--- src/sv/ffa_pkg.sv ---
// ----------------------------------------------------------------------------
// ffa_pkg
// Shared constants, state codes and control structs for the forest-fire
// automaton step engine.
// ----------------------------------------------------------------------------
`default_nettype none

package ffa_pkg;

  // grid geometry
  localparam int GRID_ROWS    = 256;
  localparam int GRID_COLUMNS = 512;

  // field widths
  localparam int STATE_W   = 2;
  localparam int ROW_W     = 8;
  localparam int COL_W     = 9;
  localparam int DRAW_W    = 16;
  localparam int REM_CNT_W = $clog2(DRAW_W + 1);

  // configuration port
  localparam int CFG_ADDR_W = 3;
  localparam int CFG_DATA_W = 32;
  localparam logic REG_GROWTH_PERIOD = 1'b0;
  localparam logic REG_NEIGHBOURHOOD = 1'b1;
  localparam logic [DRAW_W-1:0] GROWTH_PERIOD_RESET = 16'd100;
  localparam logic              NEIGHBOURHOOD_RESET = 1'b1;

  // cell state codes
  localparam logic [STATE_W-1:0] ST_EMPTY = 2'd0;
  localparam logic [STATE_W-1:0] ST_TREE  = 2'd1;
  localparam logic [STATE_W-1:0] ST_FIRE  = 2'd2;
  localparam logic [STATE_W-1:0] ST_BAD   = 2'd3;

  // last positions of the grid
  localparam logic [ROW_W-1:0] ROW_LAST = ROW_W'(GRID_ROWS - 1);
  localparam logic [COL_W-1:0] COL_LAST = COL_W'(GRID_COLUMNS - 1);

  // commands from controller to datapath
  typedef struct packed {
    logic capture;      // take the accepted request
    logic update;       // shift window, write line buffers
    logic div_start;    // start remainder unit
    logic div_sel_old;  // 0: held draw, 1: draw read this cell
    logic g1_latch;     // keep growth flag of first result
    logic g2_latch;     // keep growth flag of second result
    logic second;       // output mux selects second result
    logic advance;      // step counters, move draw along
  } ffa_cmd_t;

  // status from datapath to controller
  typedef struct packed {
    logic emit_first;
    logic emit_second;
    logic div_done;
  } ffa_status_t;

endpackage : ffa_pkg

`default_nettype wire

--- src/sv/ffa_ctrl.sv ---
// ----------------------------------------------------------------------------
// ffa_ctrl
// Controller: walks one cell through read, window update, growth tests
// and result delivery.
// ----------------------------------------------------------------------------
`default_nettype none

module ffa_ctrl
  import ffa_pkg::*;
(
  input  wire logic        clk,
  input  wire logic        rst,
  input  wire logic        in_valid,
  output logic             in_ready,
  output logic             out_valid,
  input  wire logic        out_ready,
  input  wire ffa_status_t status,
  output ffa_cmd_t         cmd
);

  localparam logic [3:0] S_IDLE   = 4'd0;
  localparam logic [3:0] S_READ   = 4'd1;
  localparam logic [3:0] S_UPDATE = 4'd2;
  localparam logic [3:0] S_CHECK  = 4'd3;
  localparam logic [3:0] S_DIV1   = 4'd4;
  localparam logic [3:0] S_DIV2   = 4'd5;
  localparam logic [3:0] S_EMIT1  = 4'd6;
  localparam logic [3:0] S_EMIT2  = 4'd7;
  localparam logic [3:0] S_ADV    = 4'd8;

  logic [3:0] state;
  logic [3:0] state_next;

  // state register
  always_ff @(posedge clk) begin
    if (rst) begin
      state <= S_IDLE;
    end else begin
      state <= state_next;
    end
  end

  // next state and commands
  always_comb begin
    state_next = state;
    cmd        = '0;
    in_ready   = 1'b0;
    out_valid  = 1'b0;
    case (state)
      S_IDLE: begin
        in_ready = 1'b1;
        if (in_valid) begin
          cmd.capture = 1'b1;
          state_next  = S_READ;
        end
      end
      S_READ: begin
        state_next = S_UPDATE;
      end
      S_UPDATE: begin
        cmd.update = 1'b1;
        state_next = S_CHECK;
      end
      S_CHECK: begin
        if (status.emit_first) begin
          cmd.div_start = 1'b1;
          state_next    = S_DIV1;
        end else begin
          state_next = S_ADV;
        end
      end
      S_DIV1: begin
        if (status.div_done) begin
          cmd.g1_latch = 1'b1;
          if (status.emit_second) begin
            cmd.div_start   = 1'b1;
            cmd.div_sel_old = 1'b1;
            state_next      = S_DIV2;
          end else begin
            state_next = S_EMIT1;
          end
        end
      end
      S_DIV2: begin
        cmd.div_sel_old = 1'b1;
        if (status.div_done) begin
          cmd.g2_latch = 1'b1;
          state_next   = S_EMIT1;
        end
      end
      S_EMIT1: begin
        out_valid = 1'b1;
        if (out_ready) begin
          state_next = status.emit_second ? S_EMIT2 : S_ADV;
        end
      end
      S_EMIT2: begin
        out_valid  = 1'b1;
        cmd.second = 1'b1;
        if (out_ready) begin
          state_next = S_ADV;
        end
      end
      S_ADV: begin
        cmd.advance = 1'b1;
        state_next  = S_IDLE;
      end
      default: begin
        state_next = S_IDLE;
      end
    endcase
  end

endmodule : ffa_ctrl

`default_nettype wire

--- config.mk ---
export PLATFORM = sky130hd
export DESIGN_NAME = ffa_ctrl
export DESIGN_NICKNAME = d
export VERILOG_FILES = /design/src/sv/ffa_pkg.sv /design/src/sv/ffa_ctrl.sv
export SDC_FILE = /design/constraint.sdc
export NUM_CORES = 1
export LEC_CHECK = 0
export BUFFER_PORTS_ARGS = -buffer_cell sky130_fd_sc_hd__clkbuf_2
export CAP_MARGIN = 10
export CELL_PAD_IN_SITES_DETAIL_PLACEMENT = 0
export CELL_PAD_IN_SITES_GLOBAL_PLACEMENT = 2
export CORE_ASPECT_RATIO = 1.1
export CORE_MARGIN = 2
export CORE_UTILIZATION = 23
export DETAILED_ROUTE_END_ITERATION = 10
export PLACE_DENSITY_LB_ADDON = 0.1
export SYNTH_ARGS = -nofsm -noshare
export SYNTH_HDL_FRONTEND = slang
export SYNTH_SLANG_ARGS = --single-unit
--- constraint.sdc ---
create_clock -name clk -period 2.93 [get_ports clk]
set_clock_uncertainty 0.05 [all_clocks]
set_input_delay 0.586 -clock clk [delete_from_list [all_inputs] [get_ports clk]]
set_output_delay 0.586 -clock clk [all_outputs]
set_load 0.005 [all_outputs]
==> impl_summary.md <==
Setup path
At the worst endpoint, the required time is 2.29 ns. The signal on the critical path passes through and2b_4 > and3_1 > o2bb2ai_1 > clkbuf_2. The critical path starts at state[2]$_SDFFE_PP0P_.

The worst register-to-register path begins at state[1]$_SDFFE_PP0P_. The kind of start point of the critical path is a register. The nature of the critical path endpoint is an output pin. The endpoint identified for the worst register-to-register timing path is state[0]$_SDFFE_PP0P_. The slowest stage of the critical path is the sky130_fd_sc_hd__dfxtp_1 cell. The depth of the worst register-to-register path is 4. The maximum fanout count along the critical path is 11.

For flop-to-flop paths, the worst setup slack is 1.44 ns. The critical path start-end classification is reg2out. The longest individual stage delay on the worst path is 0.54 ns.

The data arrival time at the worst-slack endpoint is 1.48 ns.

Logic synthesis
The share of the Yosys chip area taken by registers is 22.5%. Sorting the synthesized cells by area gives the leading types as sky130_fd_sc_hd__dfxtp_1, sky130_fd_sc_hd__nand2_1, sky130_fd_sc_hd__a21oi_2. Of the post-synthesis cell area, the dominant cell type holds 22.5%. sky130_fd_sc_hd__dfxtp_1 takes more of the synthesized area than any other cell. When the netlist entered floorplanning its net count stood at 55. The synthesized area is 355 µm². The number of synthesized register bits is 4. Each instance of the synthesized netlist takes up on average 7.40 µm². The count of cell types in the netlist is 29.

The number of warnings reported in the yosys synthesis log is 0. After technology mapping, the gate count stands at 48.

Routing
The count of nets left with antenna violations once routing finished came out at 0. Using the TritonRoute via totals, the vias-per-cell ratio works out to 4.89. The routed wirelength normalized by instance count is 11.7 µm.

The count of unresolved DRC violations after routing is 0. The final layout contains routed wiring with a total length of 935 µm. The detailed router finished its first iteration with 7 violations. The length of the first detailed-routing pass in iterations is 4.

The count of vias placed by the detailed router is 391.

Clocking
CTS saw 4 sinks. The count of instances resized after the clock tree is built is 0. The source-to-sink clock delay at the later pin of the worst-skew pair is 0.23 ns. The number of hold buffers added after cts is 0. Buffers added to address setup during post-CTS repair amount to 0. The number of buffers added by the clock tree synthesis step is 3. The CTS root buffer is sky130_fd_sc_hd__clkbuf_4. The buffer levels on the longest clock path is 2. The TritonCTS clock tree is yes. The register clock-pin slew on the reported worst setup and hold paths is 0.04 ns. The level count of the clock H-tree is 1.

Floorplan
The area of the core region is 1400 µm². The full die area is 1880 µm². The die is 41.5 µm wide. For this configuration, the core starts out at a cell density of 25.4%. The die is 45.2 µm tall. The total I/O pin count is 17. The floorplan has 14 rows.

Global route
Entering global routing, the biggest net connects 15 pins. The via count of the first global-routing pass is 329. The initial antenna violation count is 0. After global routing the overflow that remains totals 0. The overall global routing resource usage is 10.1%. The global-route wire length before repair is 1.46 mm.

Power and ir drop
The cell area power density is 369 nW/µm². The analysis attributes to cell leakage a power of 0.206 nW. Across the VDD grid, the largest voltage drop is 0.246 mV.

Cells and area
The largest registers in the layout are state (4). Counting the fill cells in the layout gives 172. The multi-input combinational cells in the finished layout cover a total of 240 µm². The register with the most flip-flops in the layout has 4 of them. The layout overhead on the synthesized area is 27.8%. For this run, the post-layout net count is 73. The repair_antennas step left the layout with diodes totalling 0. The post-route netlist has 37.5% of its cells at a drive strength greater than 1. state holds more flip-flops than any other register. The flip-flop and latch area is 80.1 µm².

Timing
For the final routed database, the setup TNS stands at 0 ns. The time the final worst path needs with I/O delays and setup is 2.12 ns. Setup violations remaining at the end of the flow were counted as 0. The number of failing hold endpoints at the final stage came to 0.

The final cycle utilization of the critical path is 72.3%. For the pin with the worst max-slew slack, the measured transition is 0.478 ns. The fmax is 0.472 GHz.

The number of slew-limit violations in the final report is 0. The relative slew slack is 68.1%. Hold timing on the final database bottoms out at a slack of 0.526 ns. Setup repair after global routing left no endpoint under its margin.

Placement
The final weighted congestion in routability-driven placement is 0.710. The total of buffers placed on input and output ports is 16. The wire-length estimate of the detail-placed layout is 715 µm.

Run
Max-cap violations in this run came to 0.

Hold path
The number of cells traversed by the worst hold path is 2. The hold path startpoint is out_ready. The classification of the worst-slack hold path is in2reg. The end of the worst hold path is state[1]$_SDFFE_PP0P_.

Status
The flow ran to the end, and the final reports show no timing, DRC or antenna violations.
==> worst max path at each step <==
| stage | depth (start not counted) | end | slack [ns] |
|---|---|---|---|
| floorplan | 3 | cmd[5] | 1.34 |
| finish | 4 | cmd[5] | 0.81 |
| global route | 4 | cmd[5] | 0.75 |
| CTS | 4 | cmd[5] | 0.82 |
| global placement | 4 | cmd[5] | 1.10 |
| detailed placement | 4 | cmd[5] | 1.08 |
==> cell usage after synthesis, drive strengths merged <==
master	count
nor3	3
o311ai	1
and2	1
a211o	1
and2b	1
buf	3
o22ai	1
nor2	4
inv	3
nand2	5
o21ai	2
nor4b	1
and3	2
mux2i	1
o32ai	1
or3	1
a21oi	5
nor4	1
nand3	2
o2bb2ai	1
nor2b	1
nand2b	1
dfxtp	4
or4	1
nor3b	1
==> report_power, final <==
group	internal, W	total, W	switching (W)
logic	0.0000168	0.0000331	0.0000163
clock network	0.0000458	0.0000681	0.0000223
registers	0.0000572	0.0000661	0.00000891
==> metrics by stage <==
step | cell area, µm² | worst slack, ns | util (%) | total power, W | instances
after floorplan | 355 | 1.34 | - | 0.0000868 | 48
after global placement | 432 | 1.10 | 30.8 | 0.000102 | 77
after detailed placement | 432 | 1.08 | 30.8 | 0.000100 | 77
after CTS | 454 | 0.823 | 32.4 | 0.000172 | 80
after global routing | 454 | 0.752 | 32.4 | 0.000176 | 80
final | 454 | 0.811 | 32.4 | 0.000167 | 80
==> critical path, delay by kind of cell, from the launching register on <==
kind | cells | cell delay [ns]
simple gates | 2 | 0.46
buf+inv | 1 | 0.13
compound gates | 1 | 0.12
flops | 1 | 0.54
==> kinds of logic after synthesis <==
kind of cell | after synthesis | synth area share, %
and+or+nand+nor | 25 | 41.2
AOI/OAI and AO/OA | 12 | 23.6
buffers and inverters | 6 | 9.86
DFF | 4 | 22.5
muxes | 1 | 2.82
==> area by class of cell <==
cell class | instances | area share [%]
clock buffer | 3 | 4.96
inverter | 3 | 2.48
multi-input combinational | 38 | 52.9
sequential | 4 | 17.6
tap | 16 | 4.41
timing repair buffer | 16 | 17.6
==> metal layers <==
| metal | track usage (%) | wire length, µm | up-vias |
|---|---|---|---|
| li1 | - | - | 209 |
| met1 | 14.9 | 462 | 170 |
| met2 | 13.4 | 411 | 12 |
| met3 | 2.00 | 62 | 0 |
| met4 | 5.81 | 0 | 0 |
| met5 | 0 | 0 | - |
==> cell usage in the layout (no fill, tap or decap) <==
cell type and count:
sky130_fd_sc_hd__nor4b_1 1, sky130_fd_sc_hd__a211o_1 1, sky130_fd_sc_hd__mux2i_1 1, sky130_fd_sc_hd__and3_1 2
sky130_fd_sc_hd__nor2b_1 1, sky130_fd_sc_hd__o32ai_1 1, sky130_fd_sc_hd__and2b_4 1, sky130_fd_sc_hd__clkbuf_2 16
sky130_fd_sc_hd__nor3b_1 1, sky130_fd_sc_hd__o311ai_1 1, sky130_fd_sc_hd__nand2_1 5, sky130_fd_sc_hd__or4_4 1
sky130_fd_sc_hd__nand2b_1 1, sky130_fd_sc_hd__dfxtp_1 4, sky130_fd_sc_hd__o22ai_1 1, sky130_fd_sc_hd__o21ai_1 1
sky130_fd_sc_hd__nor2_1 4, sky130_fd_sc_hd__a21oi_1 3, sky130_fd_sc_hd__nor4_2 1, sky130_fd_sc_hd__o2bb2ai_1 1
sky130_fd_sc_hd__nor3_1 3, sky130_fd_sc_hd__and2_1 1, sky130_fd_sc_hd__inv_1 3, sky130_fd_sc_hd__a21oi_2 2
sky130_fd_sc_hd__nand3_1 2, sky130_fd_sc_hd__clkbuf_4 3, sky130_fd_sc_hd__or3_1 1, sky130_fd_sc_hd__o21ai_0 1
(Power assumes the default switching activity.)
